## src/rtl/mts_pkg.sv

```systemverilog
// Shared types and constants of the minimum-tracking stack.
package mts_pkg;

  localparam logic [1:0] CMD_QUERY = 2'd0;
  localparam logic [1:0] CMD_PUSH  = 2'd1;
  localparam logic [1:0] CMD_POP   = 2'd2;

  localparam logic [1:0] STAT_OK    = 2'd0;
  localparam logic [1:0] STAT_EMPTY = 2'd1;
  localparam logic [1:0] STAT_FULL  = 2'd2;

  localparam int unsigned DataW  = 32;
  localparam int unsigned EntryW = 34;

  typedef enum logic {
    ST_IDLE,
    ST_REFILL
  } ctrl_state_e;

  typedef struct packed {
    logic load;
    logic refill;
  } mts_cmd_t;

  typedef struct packed {
    logic refill_needed;
  } mts_stat_t;

endpackage

```

## src/rtl/mts_ctrl.sv

```systemverilog
// Controller of the minimum-tracking stack: handshakes and the top reload sequence.
module mts_ctrl (
  input  logic              clk_i,
  input  logic              rst_ni,
  input  logic              in_valid_i,
  output logic              in_stall_o,
  output logic              out_valid_o,
  input  logic              out_stall_i,
  input  mts_pkg::mts_stat_t stat_i,
  output mts_pkg::mts_cmd_t  cmd_o
);
  import mts_pkg::*;

  ctrl_state_e state_q, state_d;
  logic        out_valid_q, out_valid_d;
  logic        accept;

  always_ff @(posedge clk_i or negedge rst_ni) begin
    if (!rst_ni) begin
      state_q     <= ST_IDLE;
      out_valid_q <= 1'b0;
    end else begin
      state_q     <= state_d;
      out_valid_q <= out_valid_d;
    end
  end

  always_comb begin
    in_stall_o  = (state_q != ST_IDLE) || (out_valid_q && out_stall_i);
    accept      = in_valid_i && !in_stall_o;
    state_d     = state_q;
    out_valid_d = out_valid_q;
    cmd_o       = '0;
    if (out_valid_q && !out_stall_i) begin
      out_valid_d = 1'b0;
    end
    unique case (state_q)
      ST_IDLE: begin
        if (accept) begin
          cmd_o.load  = 1'b1;
          out_valid_d = 1'b1;
          if (stat_i.refill_needed) begin
            state_d = ST_REFILL;
          end
        end
      end
      ST_REFILL: begin
        cmd_o.refill = 1'b1;
        state_d      = ST_IDLE;
      end
      default: begin
        state_d = ST_IDLE;
      end
    endcase
  end

  assign out_valid_o = out_valid_q;

  a_refill_one_cycle : assert property (@(posedge clk_i) disable iff (!rst_ni)
    state_q == ST_REFILL |=> state_q == ST_IDLE)
    else $error("top reload lasted more than one cycle");

  a_no_accept_in_refill : assert property (@(posedge clk_i) disable iff (!rst_ni)
    state_q == ST_REFILL |-> !accept)
    else $error("transfer accepted during top reload");

  a_accept_gives_result : assert property (@(posedge clk_i) disable iff (!rst_ni)
    accept |=> out_valid_q)
    else $error("accepted transfer produced no result");

endmodule

```

## src/rtl/mts_datapath.sv

```systemverilog
// Datapath of the minimum-tracking stack: entry memory, cached top, minimum and result register.
module mts_datapath #(
  parameter int unsigned STACK_DEPTH = 64
) (
  input  logic                clk_i,
  input  logic                rst_ni,
  input  logic [1:0]          command_i,
  input  logic signed [31:0]  value_i,
  input  mts_pkg::mts_cmd_t   cmd_i,
  output mts_pkg::mts_stat_t  stat_o,
  output logic signed [31:0]  data_o,
  output logic signed [31:0]  minimum_o,
  output logic [1:0]          status_o
);
  import mts_pkg::*;

  localparam int unsigned AddrW = (STACK_DEPTH > 1) ? $clog2(STACK_DEPTH) : 1;
  localparam int unsigned FillW = $clog2(STACK_DEPTH + 1);

  logic [EntryW-1:0]        entry_mem_q [STACK_DEPTH];
  logic [EntryW-1:0]        rd_data_q;
  logic [FillW-1:0]         fill_q, fill_d;
  logic signed [EntryW-1:0] top_q, top_d;
  logic signed [DataW-1:0]  min_q, min_d;
  logic signed [DataW-1:0]  data_q, data_d;
  logic signed [DataW-1:0]  res_min_q, res_min_d;
  logic [1:0]               status_q, status_d;

  logic                     empty, full, top_below, push_below;
  logic signed [EntryW-1:0] min_ext, val_ext, enc_entry, restored, new_entry;
  logic signed [DataW-1:0]  dec_top;
  logic [FillW-1:0]         fill_m1, fill_m2;
  logic                     wr_en;

  always_comb begin
    empty      = (fill_q == '0);
    full       = (fill_q == FillW'(STACK_DEPTH));
    fill_m1    = fill_q - FillW'(1);
    fill_m2    = fill_q - FillW'(2);
    min_ext    = {{(EntryW - DataW){min_q[DataW-1]}}, min_q};
    val_ext    = {{(EntryW - DataW){value_i[DataW-1]}}, value_i};
    top_below  = top_q < min_ext;
    dec_top    = top_below ? min_q : top_q[DataW-1:0];
    push_below = !empty && (value_i < min_q);
    enc_entry  = {val_ext[EntryW-2:0], 1'b0} - min_ext;
    restored   = {min_ext[EntryW-2:0], 1'b0} - top_q;
    new_entry  = push_below ? enc_entry : val_ext;

    stat_o.refill_needed = (command_i == CMD_POP) && (fill_q >= FillW'(2));

    fill_d    = fill_q;
    top_d     = top_q;
    min_d     = min_q;
    data_d    = data_q;
    res_min_d = res_min_q;
    status_d  = status_q;
    wr_en     = 1'b0;

    if (cmd_i.load) begin
      unique case (command_i)
        CMD_PUSH: begin
          if (full) begin
            data_d    = dec_top;
            res_min_d = min_q;
            status_d  = STAT_FULL;
          end else begin
            wr_en     = 1'b1;
            top_d     = new_entry;
            fill_d    = fill_q + FillW'(1);
            min_d     = (empty || push_below) ? value_i : min_q;
            data_d    = value_i;
            res_min_d = (empty || push_below) ? value_i : min_q;
            status_d  = STAT_OK;
          end
        end
        CMD_POP: begin
          if (empty) begin
            data_d    = '0;
            res_min_d = '0;
            status_d  = STAT_EMPTY;
          end else begin
            fill_d    = fill_m1;
            min_d     = top_below ? restored[DataW-1:0] : min_q;
            data_d    = dec_top;
            res_min_d = top_below ? restored[DataW-1:0] : min_q;
            status_d  = STAT_OK;
          end
        end
        default: begin
          data_d    = empty ? '0 : dec_top;
          res_min_d = empty ? '0 : min_q;
          status_d  = empty ? STAT_EMPTY : STAT_OK;
        end
      endcase
    end else if (cmd_i.refill) begin
      top_d = rd_data_q;
    end
  end

  always_ff @(posedge clk_i) begin
    if (wr_en) begin
      entry_mem_q[fill_q[AddrW-1:0]] <= new_entry;
    end
    if (cmd_i.load) begin
      rd_data_q <= entry_mem_q[fill_m2[AddrW-1:0]];
    end
  end

  always_ff @(posedge clk_i or negedge rst_ni) begin
    if (!rst_ni) begin
      fill_q <= '0;
      min_q  <= {1'b0, {(DataW - 1){1'b1}}};
    end else begin
      fill_q <= fill_d;
      min_q  <= min_d;
    end
  end

  always_ff @(posedge clk_i) begin
    top_q     <= top_d;
    data_q    <= data_d;
    res_min_q <= res_min_d;
    status_q  <= status_d;
  end

  assign data_o    = data_q;
  assign minimum_o = res_min_q;
  assign status_o  = status_q;

  a_fill_in_range : assert property (@(posedge clk_i) disable iff (!rst_ni)
    fill_q <= FillW'(STACK_DEPTH))
    else $error("fill count beyond stack depth");

endmodule

```

## src/rtl/min_tracking_stack_core.sv

```systemverilog
// Top level of the minimum-tracking stack.
// A bounded stack of signed 32-bit values that reports its current minimum with each
// result. Query, push, a pop on an empty stack and a pop that empties the stack finish
// on acceptance; a pop that leaves entries behind adds a reload state that stalls the
// input, as the cached top entry is reloaded from the entry memory, whose read data is
// registered. The result appears in the output register in the cycle after its
// transfer. While that result is stalled the input is stalled too, and the next transfer
// can be accepted in the cycle in which the waiting result is taken.
module min_tracking_stack_core #(
  parameter int unsigned STACK_DEPTH = 64
) (
  input  logic               clk_i,
  input  logic               rst_ni,
  input  logic               in_valid_i,
  output logic               in_stall_o,
  input  logic [1:0]         command_i,
  input  logic signed [31:0] value_i,
  output logic               out_valid_o,
  input  logic               out_stall_i,
  output logic signed [31:0] data_o,
  output logic signed [31:0] minimum_o,
  output logic [1:0]         status_o
);
  import mts_pkg::*;

  mts_cmd_t  cmd;
  mts_stat_t stat;

  mts_ctrl u_ctrl (
    .clk_i       (clk_i),
    .rst_ni      (rst_ni),
    .in_valid_i  (in_valid_i),
    .in_stall_o  (in_stall_o),
    .out_valid_o (out_valid_o),
    .out_stall_i (out_stall_i),
    .stat_i      (stat),
    .cmd_o       (cmd)
  );

  mts_datapath #(
    .STACK_DEPTH (STACK_DEPTH)
  ) u_datapath (
    .clk_i     (clk_i),
    .rst_ni    (rst_ni),
    .command_i (command_i),
    .value_i   (value_i),
    .cmd_i     (cmd),
    .stat_o    (stat),
    .data_o    (data_o),
    .minimum_o (minimum_o),
    .status_o  (status_o)
  );

endmodule
```

## config.mk

```make
export PLATFORM = sky130hd
export DESIGN_NAME = min_tracking_stack_core
export DESIGN_NICKNAME = d
export VERILOG_FILES = /design/src/rtl/mts_pkg.sv /design/src/rtl/mts_ctrl.sv /design/src/rtl/mts_datapath.sv /design/src/rtl/min_tracking_stack_core.sv
export SDC_FILE = /design/constraint.sdc
export NUM_CORES = 2
export LEC_CHECK = 0
export ABC_AREA = 1
export BUFFER_PORTS_ARGS = -buffer_cell sky130_fd_sc_hd__buf_2
export CORE_MARGIN = 2
export CORE_UTILIZATION = 56
export CTS_BUF_LIST = sky130_fd_sc_hd__clkbuf_16
export DETAILED_ROUTE_END_ITERATION = 10
export MAX_ROUTING_LAYER = met4
export PLACE_DENSITY = 0.72
export RECOVER_POWER = 50
export SYNTH_ARGS = -nofsm -noshare
export SYNTH_HDL_FRONTEND = slang
export SYNTH_SLANG_ARGS = --single-unit
```

## constraint.sdc

```tcl
create_clock -name clk_i -period 7.31 [get_ports clk_i]
set_input_delay 1.462 -clock clk_i [delete_from_list [all_inputs] [get_ports clk_i]]
set_output_delay 1.462 -clock clk_i [all_outputs]
set_load 0.02 [all_outputs]
```

==> flow_summary.json <==
{
  "startpoint": "u_datapath.fill_q[0]",
  "setup_viol": 0,
  "p_leak_nw": 36.7,
  "stdcell_count": 10100,
  "numClockSinks": 2351,
  "cts.clk_slew.worst_paths_ps": 60,
  "pre_cts_slack_ps": 1760,
  "register_area_mm2": 0.0704,
  "syn_avg_cell_area_um2": 12.9,
  "die_h_um": 421,
  "maxCapViolations": 16,
  "start_kind": "flop",
  "io-pin-count": 106,
  "dpl.hpwl_um": 162000,
  "top_usage_layer": "met2",
  "clockBufferDepth": 3,
  "cts_resized": 0,
  "ys_seq_area_share_pct": 72.3,
  "drive_above_1_share_pct": 8.80,
  "wl_per_cell_um": 29.2,
  "min_from": "u_datapath.rd_data_q[13]",
  "grt_pass1_wl_um": 429000,
  "placed_cells": 9677,
  "antenna_found_initial": 5,
  "cp_max_fo": 37,
  "mostFrequentLayoutCells": "edfxtp_1 (2310), nand2_1 (1254), a21oi_1 (1213), o221ai_1 (536), nand3_1 (429)",
  "root_buffer": "clkbuf_16",
  "via_per_inst": 6.68,
  "status": "complete, but fails checks",
  "gr-usage-met3_pct": 5.86,
  "synth_compound_area_share_pct": 13.8,
  "area_growth_pct": 11.1,
  "overflow": 0,
  "htreeDepth": 4,
  "vias": 67400,
  "drc": 0,
  "postCtsHoldBufs": 0,
  "yosysWarnings": 0,
  "syn-cell-area_mm2": 0.0974,
  "drt-initial-drc-count": 9462,
  "drt_pre_antenna_iters": 8,
  "die_area_mm2": 0.177,
  "grt_max_degree": 158,
  "multiInputGateArea_mm2": 0.0246,
  "criticalPathCategory": "flop to flop",
  "vdd_drop_max_mv": 0.654,
  "yosys.area_share.adder_pct": 1.82,
  "setup_ws_ps": 1130,
  "synthSimpleGateAreaFrac_pct": 8.57,
  "num_rows": 153,
  "fin_worst_skew_ps": 41.8,
  "ys_ff_latch": 2351,
  "grt_usage_pct": 33.5,
  "violations": "capacitance limit, slew limit",
  "n_fill_cell": 12800,
  "cp-end-kind": "flop",
  "relSlewSlack_pct": -138,
  "mostFrequentLayoutCell": "edfxtp_1",
  "postRouteAntennaNets": 0,
  "setup-tns-final_ps": 0,
  "cp.required_ps": 7750,
  "fin_util_pct": 62.4,
  "cts_buffers": 220,
  "grt_pass1_vias": 64800,
  "synth_top_family_by_area": "compound AO/OA/AOI/OAI gates",
  "place_congestion": 1.02,
  "hold_viol": 0,
  "worstMarginPinSlew_ps": 3560,
  "min_path_type": "flop to flop",
  "drv_slew": 586,
  "io_buffer_count": 105,
  "drt-total-wl_um": 294000,
  "rsz0062_at_grt": "no",
  "synthDistinctLibCells": 45,
  "fp.dieW_um": 421,
  "fmax_mhz": 162,
  "synth_cells": 7541,
  "post_cts_buffers": 0,
  "power_density_mw_per_mm2": 511,
  "r2r_start": "u_datapath.fill_q[0]",
  "met2_usage_pct": 51.5,
  "start_util_pct": 56.2,
  "synth_xor_area_share_pct": 0.503,
  "period_minus_slack_ps": 6180,
  "worstPathArrival_ps": 6620,
  "core_area_mm2": 0.173,
  "min_period_over_period_pct": 84.6,
  "synth_nets": 7719,
  "synth_mux_area_share_pct": 0,
  "grt_use_met1_pct": 44.1,
  "fin_nets": 7752,
  "cts_tree": "done",
  "clk_latency_ps": 880
}
[critical path, cell delays in order, from the launching register on]
cell and delay (ps):
dfrtp_1 1710, nor3_1 160, inv_1 150, nor3_1 140, nor2_1 230, inv_1 90
nor2_1 660, inv_1 180, nor2_1 240, nand2_1 480, nor2_1 360, clkbuf_1 1330
[worst paths after layout]
check | endpoint | slack [ps] | cells past startpoint
max in group asynchronous | u_datapath.fill_q[1] | 2880 | 2
hold / removal | u_datapath.top_q[13] | 520 | 2
hold reg to reg | u_datapath.top_q[13] | 520 | 2
setup reg to reg | u_datapath.entry_mem_q[2][10] | 1130 | 11
min in group asynchronous | u_datapath.fill_q[5] | 1950 | 2
setup / recovery | u_datapath.entry_mem_q[2][10] | 1130 | 11
[cell usage after synthesis (all sizes together)]
cell type,instances,share of area (%)
a21boi,6,0.046
clkbuf,376,1.4
clkinv,5,0.019
or2,1,0.0064
fa,3,0.062
a211oi,1,0.0077
o211ai,12,0.092
nor3b,1,0.0077
o21bai,13,0.10
edfxtp,2310,71
o21ai,380,2.1
nand2,1264,4.9
o22ai,32,0.21
buf,110,0.58
inv,265,1.0
nand3,432,2.2
nor2,263,1.0
nand3b,7,0.054
nor3,18,0.098
nand4,37,0.24
ha,137,1.8
a21oi,1215,6.3
dfstp,31,0.84
a21o,9,0.069
xnor2,23,0.21
a31oi,4,0.026
o221ai,536,4.8
o211a,1,0.010
dfrtp,10,0.26
o21a,6,0.046
xor2,33,0.30
[layout make-up]
class	instances	share of cell area, %
multi-input combinational	4434	22.7
timing repair buffer	297	1.85
sequential	2351	65.0
inverter	270	0.965
clock inverter	192	1.61
clock buffer	220	5.08
tap	2325	2.69
antenna	3	0.00693
[flip-flops by register name (all words and copies together) (netlist names)]
name	count
u_datapath.min_q	32
u_datapath.top_q	34
u_ctrl.out_valid_o	1
u_ctrl.state_q	1
u_datapath.fill_q	7
u_datapath.minimum_o	32
u_datapath.status_o	2
u_datapath.rd_data_q	34
u_datapath.entry_mem_q	2176
u_datapath.data_o	32
[cells by family after synthesis]
family                   count (synthesis)
AO/OA/AOI/OAI                         2215
XOR/XNOR                                56
adder cells (fa/ha/maj)                140
buffers and inverters                  756
flip-flops                            2351
AND/OR/NAND/NOR                       2023
[per-stage QoR]
stage / total power [mW] / hold slack [ps] / instance area [µm²]
finish: 55.3 / 517 / 108000
global route: 57.6 / 546 / 108000
CTS: 54.9 / 516 / 109000
detailed placement: 43.6 / 504 / 101000
global placement: 43.1 / 502 / 101000
floorplan: 34.4 / 495 / 97400
[routing by layer]
| metal | share of wire (%) | vias to the layer above | wire (µm) |
|---|---|---|---|
| li1 | - | 28600 | - |
| met1 | 37 | 33100 | 109000 |
| met2 | 47 | 4856 | 139000 |
| met3 | 11 | 822 | 33100 |
| met4 | 4.8 | 0 | 14100 |
| met5 | 0 | - | 0 |
[power by group]
| group | internal [mW] | switching (mW) | leakage, nW | total [mW] |
|---|---|---|---|---|
| logic | 5.76 | 18.0 | 11.7 | 23.8 |
| registers | 19.7 | 0.437 | 21.3 | 20.1 |
| clock network | 6.41 | 5.06 | 3.72 | 11.5 |
| total | 31.8 | 23.5 | 36.7 | 55.3 |
Power figures use the tool's default switching activity.
